<file path="src/rtl/gilinv_pkg.sv">
`timescale 1ns / 1ps
`default_nettype none
package gilinv_pkg;

   // Field word width and the number of working slots carried along the chain.
   localparam int WordBits = 64;
   localparam int HalfBits = WordBits / 2;
   localparam int NumSlots = 8;
   localparam int SelBits  = $clog2(NumSlots);

   // Number of Montgomery products in the addition chain, one cell each.
   localparam int NumOps = 72;

   // Slot codes.
   localparam logic [SelBits-1:0] SLOT_ACC = 3'd0;
   localparam logic [SelBits-1:0] SLOT_X   = 3'd1;
   localparam logic [SelBits-1:0] SLOT_T1  = 3'd2;
   localparam logic [SelBits-1:0] SLOT_T2  = 3'd3;
   localparam logic [SelBits-1:0] SLOT_T3  = 3'd4;
   localparam logic [SelBits-1:0] SLOT_T4  = 3'd5;
   localparam logic [SelBits-1:0] SLOT_T6  = 3'd6;
   localparam logic [SelBits-1:0] SLOT_LO  = 3'd7;

   typedef logic [NumSlots-1:0][WordBits-1:0] slots_type;

   // What travels from one cell to the next.
   typedef struct packed {
      logic      valid;
      slots_type slots;
   } stage_type;

   // The fixed operation of one cell: operand slots and the slots the product is written to.
   typedef struct packed {
      logic [SelBits-1:0]  a_sel;
      logic [SelBits-1:0]  b_sel;
      logic [NumSlots-1:0] dst_mask;
   } op_type;

   function automatic logic [NumSlots-1:0] slot_bit(input logic [SelBits-1:0] s);
      logic [NumSlots-1:0] m;
      m = '0;
      m[s] = 1'b1;
      return m;
   endfunction

   // Operation of chain position idx in the inverse-of-seven addition chain.
   function automatic op_type get_op(input int idx);
      op_type o;
      o.a_sel    = SLOT_ACC;
      o.b_sel    = SLOT_ACC;
      o.dst_mask = slot_bit(SLOT_ACC);
      priority if (idx == 0) begin
         o.dst_mask = slot_bit(SLOT_ACC) | slot_bit(SLOT_T1);
      end else if (idx == 1) begin
         o.dst_mask = slot_bit(SLOT_ACC) | slot_bit(SLOT_T2);
      end else if (idx == 5) begin
         o.b_sel    = SLOT_T2;
         o.dst_mask = slot_bit(SLOT_ACC) | slot_bit(SLOT_T3);
      end else if (idx == 12) begin
         o.b_sel    = SLOT_T3;
         o.dst_mask = slot_bit(SLOT_ACC) | slot_bit(SLOT_T4);
      end else if (idx == 25) begin
         o.b_sel    = SLOT_T4;
      end else if (idx == 32) begin
         o.b_sel    = SLOT_T3;
         o.dst_mask = slot_bit(SLOT_ACC) | slot_bit(SLOT_T6);
      end else if (idx == 64 || idx == 66) begin
         o.b_sel    = SLOT_T6;
      end else if (idx == 69) begin
         o.a_sel    = SLOT_T1;
         o.b_sel    = SLOT_T2;
         o.dst_mask = slot_bit(SLOT_LO);
      end else if (idx == 70) begin
         o.a_sel    = SLOT_LO;
         o.b_sel    = SLOT_X;
         o.dst_mask = slot_bit(SLOT_LO);
      end else if (idx == 71) begin
         o.b_sel    = SLOT_LO;
      end else begin
         o.dst_mask = slot_bit(SLOT_ACC);
      end
      return o;
   endfunction

endpackage
`default_nettype wire

</file>
<file path="src/rtl/gilinv_out.sv">
`timescale 1ns / 1ps
`default_nettype none
module gilinv_out
   import gilinv_pkg::*;
(
   input  wire logic                clock,
   input  wire logic                reset,
   input  wire logic                pipe_valid,
   input  wire logic [WordBits-1:0] pipe_data,
   output logic                     pipe_en,
   output logic                     rsp_valid,
   input  wire logic                rsp_stall,
   output logic [WordBits-1:0]      rsp_element_out
);

   logic                valid_ff, skid_valid_ff;
   logic [WordBits-1:0] data_ff, skid_ff;
   logic                take;

   // The chain moves only while the skid register is free.
   assign take    = valid_ff && !rsp_stall;
   assign pipe_en = !skid_valid_ff;

   // Output register with one skid entry behind it.
   always_ff @(posedge clock) begin
      if (reset) begin
         valid_ff      <= 1'b0;
         skid_valid_ff <= 1'b0;
      end else if (skid_valid_ff) begin
         if (take) begin
            skid_valid_ff <= 1'b0;
         end
      end else if (pipe_valid) begin
         if (!valid_ff || take) begin
            valid_ff <= 1'b1;
         end else begin
            skid_valid_ff <= 1'b1;
         end
      end else if (take) begin
         valid_ff <= 1'b0;
      end
      if (skid_valid_ff) begin
         if (take) begin
            data_ff <= skid_ff;
         end
      end else if (pipe_valid) begin
         if (!valid_ff || take) begin
            data_ff <= pipe_data;
         end else begin
            skid_ff <= pipe_data;
         end
      end
   end

   assign rsp_valid       = valid_ff;
   assign rsp_element_out = data_ff;

endmodule
`default_nettype wire

</file>
<file path="config.mk">
export PLATFORM = sky130hd
export DESIGN_NAME = gilinv_out
export DESIGN_NICKNAME = d
export VERILOG_FILES = /design/src/rtl/gilinv_pkg.sv /design/src/rtl/gilinv_out.sv
export SDC_FILE = /design/constraint.sdc
export NUM_CORES = 1
export LEC_CHECK = 0
export BUFFER_PORTS_ARGS = -buffer_cell sky130_fd_sc_hd__buf_2
export CAP_MARGIN = 20
export CORE_ASPECT_RATIO = 1.25
export CORE_MARGIN = 2
export CORE_UTILIZATION = 51
export CTS_CLUSTER_DIAMETER = 200
export DETAILED_ROUTE_END_ITERATION = 7
export PLACE_DENSITY = 0.78
export SLEW_MARGIN = 15
export SYNTH_ARGS = -nofsm -noshare
export SYNTH_HDL_FRONTEND = slang
export SYNTH_SLANG_ARGS = --single-unit
</file>
<file path="constraint.sdc">
create_clock -name clock -period 5.7 [get_ports clock]
set_clock_uncertainty 0.15 [all_clocks]
set_input_delay 1.14 -clock clock [delete_from_list [all_inputs] [get_ports clock]]
set_output_delay 1.14 -clock clock [all_outputs]
set_load 0.05 [all_outputs]
</file>
==> results of run 1 <==
[power groups by stage]
stage	logic [mW]	clock network [mW]	registers (mW)
finish	0.273	1.08	1.14
global placement	0.270	0	1.16
floorplan	0.0696	0	1.29
detailed placement	0.274	0	1.16
CTS	0.275	1.10	1.14
global route	0.285	1.14	1.15
[area by class of cell]
type / instances / share of cell area
Sequential cell: 130 / 0.633
Multi-Input combinational cell: 74 / 0.132
Timing Repair Buffer: 135 / 0.111
Clock buffer: 18 / 0.0699
Clock inverter: 14 / 0.0275
Tap cell: 123 / 0.0251
Inverter: 1 / 0.000611
Antenna cell: 1 / 0.000408
[worst max path at each step]
stage                              from                             to  slack [ns]
5_1_grt        skid_valid_ff$_SDFF_PP0_  rsp_element_out[62]$_DFFE_PP_        2.48
2_1_floorplan                 rsp_stall   rsp_element_out[0]$_DFFE_PP_        0.75
3_5_place_dp                 pipe_valid  rsp_element_out[38]$_DFFE_PP_        2.47
3_3_place_gp                 pipe_valid  rsp_element_out[39]$_DFFE_PP_        2.52
4_1_cts        skid_valid_ff$_SDFF_PP0_  rsp_element_out[37]$_DFFE_PP_        2.67
6_report       skid_valid_ff$_SDFF_PP0_  rsp_element_out[49]$_DFFE_PP_        2.71
[critical path, delay by kind of cell (launching register included)]
family	cells	cell delay (ns)
AOI/OAI and AO/OA	1	0.67
buffers and inverters	1	0.58
DFF	1	0.95
and+or+nand+nor	1	0.22
[synth_stat cells]
cell type	n	area, um^2
buf_2	5	25.0
mux2_2	58	653
dfxtp_1	2	40.0
a21oi_1	2	10.0
nand2b_1	1	6.26
nor3_1	1	5.00
nand2_1	2	7.51
edfxtp_1	128	3840
o21ai_0	1	5.00
mux2_4	6	90.1
nor2b_1	1	6.26
nor2_1	1	3.75
a21boi_1	1	7.51
buf_6	3	33.8
inv_1	1	3.75
[metrics by stage]
step           cells  instance area, um^2  utilization  setup slack [ns]  total power [mW]
2_1_floorplan    213                 4740            -             0.754              1.36
3_3_place_gp     463                 5540        0.610              2.52              1.43
3_5_place_dp     463                 5540        0.610              2.47              1.43
4_1_cts          495                 6140        0.676              2.67              2.52
5_1_grt          496                 6140        0.676              2.48              2.57
6_report         496                 6140        0.676              2.71              2.50
[flip-flops by register name, indices dropped and copies added, names as in the netlist]
name             count
rsp_element_out     64
rsp_valid            1
skid_ff             64
skid_valid_ff        1
[logic make-up after synthesis]
logic type	Yosys count	share of synthesized area
DFF	130	0.819
AOI/OAI and AO/OA	4	0.00475
muxes	64	0.157
and+or+nand+nor	6	0.00607
buffers and inverters	9	0.0132
[routing by layer]
metal,vias to the layer above,share of wire,global-route usage
met5,-,0,0
met3,12,0.056,0.0616
met2,90,0.51,0.279
met1,1206,0.40,0.204
li1,1139,-,-
met4,0,0.025,0.0985
==> flow_metrics.tcl, run 1 <==
set metrics [dict create \
    outcome "finished clean" \
    seq_area_frac_synth 0.819 \
    gp_congestion 0.770 \
    cts_tree "done" \
    start_util 0.522 \
    leakage_nw 2.33 \
    regArea_um2 3890 \
    numClockSinks 130 \
    cts_hold_buf 0 \
    clockBufferDepth 2 \
    final_common_cell "buf_2" \
    slew_headroom 0.390 \
    arrival_ns 2.88 \
    cts_buffers 17 \
    final_net_count 427 \
    syn_avg_cell_area_um2 22.3 \
    swShare 0.232 \
    postCtsSetupBuffers 0 \
    grt_first_pass_wirelength_um 13100 \
    fin_tns_setup_ns 0 \
    powerDensity_nw_per_um2 407 \
    synth_nets 281 \
    drive_above_1_share 0.624 \
    hp-class "reg2reg" \
    fin_crit_ns 2.99 \
    ios 134 \
    reg2reg_slack_ns 2.71 \
    whs_endpoint "rsp_valid$_SDFFE_PP0P_" \
    areaGrowthSynthToFinish_pct 29.5 \
    grt_pass1_vias 2540 \
    required_ns 5.59 \
    drt-initial-drc-count 176 \
    final_max_slew_viol_count 0 \
    root_buffer "clkbuf_16" \
    rr_startpoint "skid_valid_ff$_SDFF_PP0_" \
    dr.pass1.iters 4 \
    drc 0 \
    setup.worst_path.start_class "flip-flop" \
    synth_cell_types 15 \
    clkTransAtPathRegs_ns 0.05 \
    combPwrFrac 0.109 \
    clk_latency_ns 0.40 \
    cp_max_fo 69 \
    r2r_end "rsp_element_out[49]$_DFFE_PP_" \
    ir_drop_mv 0.261 \
    core_um2 9080 \
    rows 39 \
    final_cell_mix "buf_2 (133), edfxtp_1 (128), mux2_2 (58), clkbuf_16 (17), clkinv_2 (9)" \
    h-tree-depth 4 \
    die_w_um 90.2 \
    end_kind "flip-flop" \
    cts-resized-gates 0 \
    whs_ns 0.394 \
    grt_max_degree 70 \
    yosys_warnings 0 \
    setup_viol 0 \
    reg2reg_depth 3 \
    clock_power_share 0.434 \
    finalHoldViolCount 0 \
    multi_input_comb_area_um2 813 \
    min-delay-start "rsp_valid$_SDFFE_PP0P_" \
    wirelength_um 8390 \
    grt.total_usage 0.173 \
    netlist_instances 213 \
    vias 2447 \
    grt_setup_unrepaired "no" \
    final_antenna_net_count 0 \
    hpwl_um 5380 \
    worstPathCellList "nand2_1 -> a21boi_4 -> buf_4" \
    worstSetupPathType "reg2reg" \
    wire_per_inst_um 16.9 \
    io_buffers 133 \
    worst-slew-pin-transition_ns 0.916 \
    whs_path_depth 2 \
    cp_slowest_cell "dfxtp_4" \
    p_switching_mw 0.580 \
    fp.dieArea_um2 10100 \
    slowest_delay_ns 0.95 \
    period_share 0.525 \
    antenna_found_initial 1 \
    internal_power_mw 1.92 \
    chipHeight_um 112 \
    via_per_inst 4.93 \
    gr-total-overflow 0 \
    ys_ff_latch 130 \
    synth.cell_area_um2 4740 \
    timing.fmax_mhz 334 \
    maxCapViolations 0 \
    fillers 642 \
    p_seq_frac 0.457 \
]
Note: power is estimated with default switching activity, not from simulation.
==> inputs of run 2 (changes only) <==
--- a/config.mk
+++ b/config.mk
@@ -5,14 +5,15 @@
 export SDC_FILE = /design/constraint.sdc
 export NUM_CORES = 1
 export LEC_CHECK = 0
+export ABC_AREA = 1
 export BUFFER_PORTS_ARGS = -buffer_cell sky130_fd_sc_hd__buf_2
 export CAP_MARGIN = 20
 export CORE_ASPECT_RATIO = 1.25
 export CORE_MARGIN = 2
-export CORE_UTILIZATION = 51
+export CORE_UTILIZATION = 52
 export CTS_CLUSTER_DIAMETER = 200
 export DETAILED_ROUTE_END_ITERATION = 7
-export PLACE_DENSITY = 0.78
+export PLACE_DENSITY = 0.8
 export SLEW_MARGIN = 15
 export SYNTH_ARGS = -nofsm -noshare
 export SYNTH_HDL_FRONTEND = slang
==> constraint.sdc (replaced) <==
create_clock -name clock -period 3.04 [get_ports clock]
set_clock_uncertainty 0.15 [all_clocks]
set_input_delay 0.608 -clock clock [delete_from_list [all_inputs] [get_ports clock]]
set_output_delay 0.608 -clock clock [all_outputs]
set_load 0.05 [all_outputs]
==> flow_metrics.tcl, run 2 <==
set metrics [dict create \
    cts_hold_buf 0 \
    required_ns 2.28 \
    wirelength_um 8890 \
    root_buffer "clkbuf_16" \
    cts_tree "done" \
    regArea_um2 3880 \
    cts_buffers 17 \
    synth_ff_type "edfxtp_1" \
    clockBufferDepth 2 \
    yosysTopAreaCell "edfxtp_1" \
    dr.pass1.iters 4 \
    synth.most_common_cell "nand2_1" \
    finalHoldViolCount 0 \
    io_buffers 133 \
    synth_edf_count 128 \
    timing.fmax_mhz 439 \
    drt-initial-drc-count 180 \
    final_antenna_net_count 0 \
    yosys_warnings 0 \
    synth_cell_types 11 \
    rows 39 \
    whs_ns 0.218 \
    syn_avg_cell_area_um2 13.5 \
    ios 134 \
    gr-total-overflow 0 \
    die_w_um 89.9 \
    final_max_slew_viol_count 0 \
    worstSetupPathType "reg2out" \
    netlist_instances 355 \
    final_net_count 566 \
    power.total_mw 4.49 \
    antenna_found_initial 3 \
    chipHeight_um 111 \
    vias 3016 \
    hpwl_um 5960 \
    clk_latency_ns 0.40 \
    grt_first_pass_wirelength_um 14100 \
    fin_tns_setup_ns 0 \
    arrival_ns 1.52 \
    final_common_cell "nand2_1" \
    numClockSinks 130 \
    maxCapViolations 0 \
    grt.total_usage 0.187 \
    wire_per_inst_um 14.0 \
    seq_area_frac_synth 0.810 \
    ys_ff_latch 130 \
    gp_congestion 0.775 \
    postCtsSetupBuffers 0 \
    drc 0 \
    cp_max_fo 30 \
    hp-class "in2reg" \
    clkTransAtPathRegs_ns 0.05 \
    fin_crit_ns 2.28 \
    synth_nets 423 \
    drive_above_1_share 0.331 \
    async_reset_ff_frac 0 \
    powerDensity_nw_per_um2 731 \
    synthTopCellsByArea "edfxtp_1 (80%), nand2_1 (16%), buf_6 (1.6%), dfxtp_1 (0.83%), buf_2 (0.73%)" \
    leakage_nw 2.64 \
    h-tree-depth 4 \
    synth.cell_area_um2 4800 \
    ir_drop_mv 0.461 \
    grt_setup_unrepaired "no" \
    fillers 655 \
    outcome "finished clean" \
    grt_pass1_vias 2982 \
    finalInstanceArea_um2 6140 \
    via_per_inst 4.76 \
    grt_max_degree 55 \
    period_share 0.750 \
    core_um2 9080 \
    cts-resized-gates 0 \
    start_util 0.529 \
    synth_top_area_share 0.801 \
    final_util 0.677 \
    place_area_um2 5590 \
    multi_input_comb_area_um2 777 \
    end_kind "primary output" \
    ys_top_cells_by_count "nand2_1 (199), edfxtp_1 (128), buf_2 (7), buf_6 (7), inv_1 (6)" \
    setup.worst_path.start_class "flip-flop" \
    diodes 0 \
    worst-slew-pin-transition_ns 0.664 \
    slew_headroom 0.556 \
    final_cell_mix "nand2_1 (199), buf_2 (133), edfxtp_1 (128), clkbuf_16 (17), inv_1 (5)" \
    areaGrowthSynthToFinish_pct 28.1 \
    setup_viol 0 \
    fp.dieArea_um2 10000 \
]
## run 2: cell count changes in the layout (fill, tap and decap cells not counted), sizes merged, moves of 4 or more
cell      change
clkinv        -4
clkinvlp      +4
mux2         -64
buf           +4
inv           +6
nand2       +197
## run 2: cell families (layout without fill, tap and decap cells)
kind of cell	Yosys count	after routing	synth area share
buffers and inverters	22	178	0.0308
AOI/OAI and AO/OA	2	2	0.00209
and+or+nand+nor	201	201	0.158
DFF	130	130	0.810
## run 2: where the power goes
part	switching (mW)	internal, mW	total, mW	leakage, nW
sequential	0.0244	2.09	2.11	1.22
clock	0.689	1.19	1.88	0.258
combinational	0.387	0.116	0.503	1.17
total	1.10	3.39	4.49	2.64
## run 2: layout make-up
| type | count | share of cell area |
|---|---|---|
| Tap cell | 123 | 0.0251 |
| Clock inverter | 12 | 0.0189 |
| Multi-Input combinational cell | 203 | 0.126 |
| Sequential cell | 130 | 0.632 |
| Timing Repair Buffer | 139 | 0.122 |
| Inverter | 7 | 0.00428 |
| Clock buffer | 20 | 0.0711 |
## run 2: layer usage
layer,up-vias,track usage,share of wire
met5,-,0,0.0046
met4,6,0.103,0.013
met3,14,0.0731,0.054
met2,104,0.314,0.54
met1,1413,0.205,0.39
li1,1479,-,-
## run 2: worst paths after layout
| path | from | end | slack, ns | depth (start not counted) |
|---|---|---|---|---|
| worst max-delay path | skid_valid_ff$_SDFF_PP0_ | pipe_en | 0.76 | 3 |
| worst min-delay path | reset | skid_valid_ff$_SDFF_PP0_ | 0.22 | 2 |
| worst max register to register | skid_valid_ff$_SDFF_PP0_ | rsp_element_out[17]$_DFFE_PP_ | 1.07 | 3 |
| worst min register to register | skid_ff[49]$_DFFE_PP_ | rsp_element_out[49]$_DFFE_PP_ | 0.36 | 2 |
## run 2: critical path, stage by stage, from the launching register on
cell and delay, ns:
dfxtp_2 0.40, inv_2 0.09, buf_4 0.29, buf_2 0.33
## run 2: stage by stage
| step | instances | worst slack (ns) |
|---|---|---|
| finish | 634 | 0.761 |
| global route | 634 | 0.673 |
| CTS | 634 | 0.735 |
| detailed placement | 602 | 0.868 |
| global placement | 602 | 0.923 |
| floorplan | 355 | 0.241 |
==> inputs of run 3 (changes only) <==
--- a/config.mk
+++ b/config.mk
@@ -10,10 +10,10 @@
 export CAP_MARGIN = 20
 export CORE_ASPECT_RATIO = 1.25
 export CORE_MARGIN = 2
-export CORE_UTILIZATION = 52
+export CORE_UTILIZATION = 47
 export CTS_CLUSTER_DIAMETER = 200
 export DETAILED_ROUTE_END_ITERATION = 7
-export PLACE_DENSITY = 0.8
+export PLACE_DENSITY = 0.76
 export SLEW_MARGIN = 15
 export SYNTH_ARGS = -nofsm -noshare
 export SYNTH_HDL_FRONTEND = slang
==> constraint.sdc (replaced) <==
create_clock -name clock -period 1.9 [get_ports clock]
set_clock_uncertainty 0.15 [all_clocks]
set_input_delay 0.38 -clock clock [delete_from_list [all_inputs] [get_ports clock]]
set_output_delay 0.38 -clock clock [all_outputs]
set_load 0.05 [all_outputs]
==> flow_metrics.tcl, run 3 (synthesis gave the netlist of run 2 again) <==
set metrics [dict create \
    wire_per_inst_um 14.4 \
    leakage_nw 2.77 \
    internal_power_mw 5.86 \
    outcome "finished clean" \
    whs_ns 0.0161 \
    cts_buffers 17 \
    r2r_end "skid_ff[29]$_DFFE_PP_" \
    cp_max_fo 33 \
    clkTransAtPathRegs_ns 0.05 \
    fp.dieArea_um2 11000 \
    rr_startpoint "rsp_valid$_SDFFE_PP0P_" \
    ios 134 \
    powerDensity_nw_per_um2 1180 \
    final_cell_mix "nand2_1 (197), buf_2 (132), edfxtp_1 (128), clkbuf_16 (17), dlygate4sd3_1 (13)" \
    setup_viol 0 \
    finalHoldViolCount 0 \
    hp-class "in2reg" \
    combPwrFrac 0.111 \
    grt_setup_unrepaired "no" \
    final_max_slew_viol_count 0 \
    p_seq_frac 0.443 \
    core_um2 10000 \
    maxCapViolations 0 \
    ir_drop_mv 0.725 \
    timing.fmax_mhz 548 \
    min-delay-start "pipe_data[9]" \
    vias 3017 \
    swShare 0.232 \
    cts_tree "done" \
    dr.pass1.iters 4 \
    clockBufferDepth 2 \
    drive_above_1_share 0.333 \
    gr-total-overflow 0 \
    worst-slew-pin-transition_ns 0.368 \
    start_util 0.480 \
    fin_ws_ns 0.0761 \
    end_kind "primary output" \
    clk_latency_ns 0.41 \
    wirelength_um 9440 \
    fillers 738 \
    via_per_inst 4.61 \
    whs_path_depth 1 \
    fin_tns_setup_ns 0 \
    slew_headroom 0.755 \
    antenna_found_initial 0 \
    final_common_cell "nand2_1" \
    gp_congestion 0.799 \
    io_buffers 133 \
    grt_first_pass_wirelength_um 13600 \
    die_w_um 94.4 \
    required_ns 1.37 \
    rows 41 \
    h-tree-depth 4 \
    numClockSinks 130 \
    drc 0 \
    final_antenna_net_count 0 \
    regArea_um2 3890 \
    worstSetupPathType "reg2out" \
    drt-initial-drc-count 187 \
    reg2reg_slack_ns 0.37 \
    fin_crit_ns 1.82 \
    whs_endpoint "skid_ff[9]$_DFFE_PP_" \
    areaGrowthSynthToFinish_pct 34.1 \
    grt_pass1_vias 2835 \
    pre_cts_slack_ns 0.262 \
    arrival_ns 1.29 \
    grt_max_degree 46 \
    p_switching_mw 1.77 \
    reg2reg_depth 5 \
    chipHeight_um 117 \
    final_net_count 581 \
    clock_power_share 0.446 \
    final_util 0.643 \
    setup.worst_path.start_class "flip-flop" \
    grt.total_usage 0.173 \
    multi_input_comb_area_um2 787 \
    root_buffer "clkbuf_16" \
    hpwl_um 5960 \
    diodes 0 \
    period_share 0.960 \
]
-- run 3: worst max path at each step --
stage	start	to	slack, ns	cells after the start
2_1_floorplan	skid_valid_ff$_SDFF_PP0_	rsp_element_out[0]$_DFFE_PP_	-0.40	5
3_3_place_gp	rsp_stall	skid_ff[22]$_DFFE_PP_	0.28	6
3_5_place_dp	rsp_stall	skid_ff[26]$_DFFE_PP_	0.26	6
4_1_cts	skid_valid_ff$_SDFF_PP0_	pipe_en	0.06	3
5_1_grt	skid_valid_ff$_SDFF_PP0_	pipe_en	0.03	3
6_report	skid_valid_ff$_SDFF_PP0_	pipe_en	0.08	3
-- run 3: final cells by class --
| cell class | instances | area share |
|---|---|---|
| clock inverters | 12 | 0.0292 |
| clock buffers | 20 | 0.0679 |
| well taps | 129 | 0.0251 |
| repair buffers | 154 | 0.146 |
| flip-flops and latches | 130 | 0.604 |
| inverters | 7 | 0.00506 |
| multi-input cells | 203 | 0.122 |
-- run 3: what timing repair did --
action,in CTS,in global routing
hold buffers,10,3
endpoints found under the hold margin,10,3
setup endpoints to repair,1,0
gates resized for setup,2,0
buffers inserted,0,0
-- run 3: worst max-delay path: stages (launching register included) --
cell     delay, ns
dfxtp_2       0.35
inv_4         0.10
buf_16        0.20
buf_4         0.23
-- run 3: layer usage --
metal | wire length, um | global-route usage | vias up
met1 | 3610 | 0.187 | 1391
met3 | 554 | 0.0538 | 11
met2 | 5090 | 0.303 | 106
li1 | - | - | 1509
met5 | 0 | 0 | -
met4 | 187 | 0.0966 | 0
-- run 3: power groups by stage --
stage / Sequential [mW] / Combinational (mW) / Clock, mW
finish: 3.38 / 0.845 / 3.40
global route: 3.39 / 0.899 / 3.57
CTS: 3.38 / 0.848 / 3.45
detailed placement: 3.44 / 0.815 / 0
global placement: 3.43 / 0.802 / 0
floorplan: 3.83 / 0.178 / 0
-- run 3: per-stage QoR --
| stage | total power [mW] | cell area [um^2] | instances |
|---|---|---|---|
| 4_1_cts | 7.68 | 6400 | 652 |
| 3_3_place_gp | 4.24 | 5640 | 609 |
| 5_1_grt | 7.86 | 6430 | 655 |
| 3_5_place_dp | 4.25 | 5640 | 609 |
| 2_1_floorplan | 4.01 | 4830 | 355 |
| 6_report | 7.63 | 6430 | 655 |
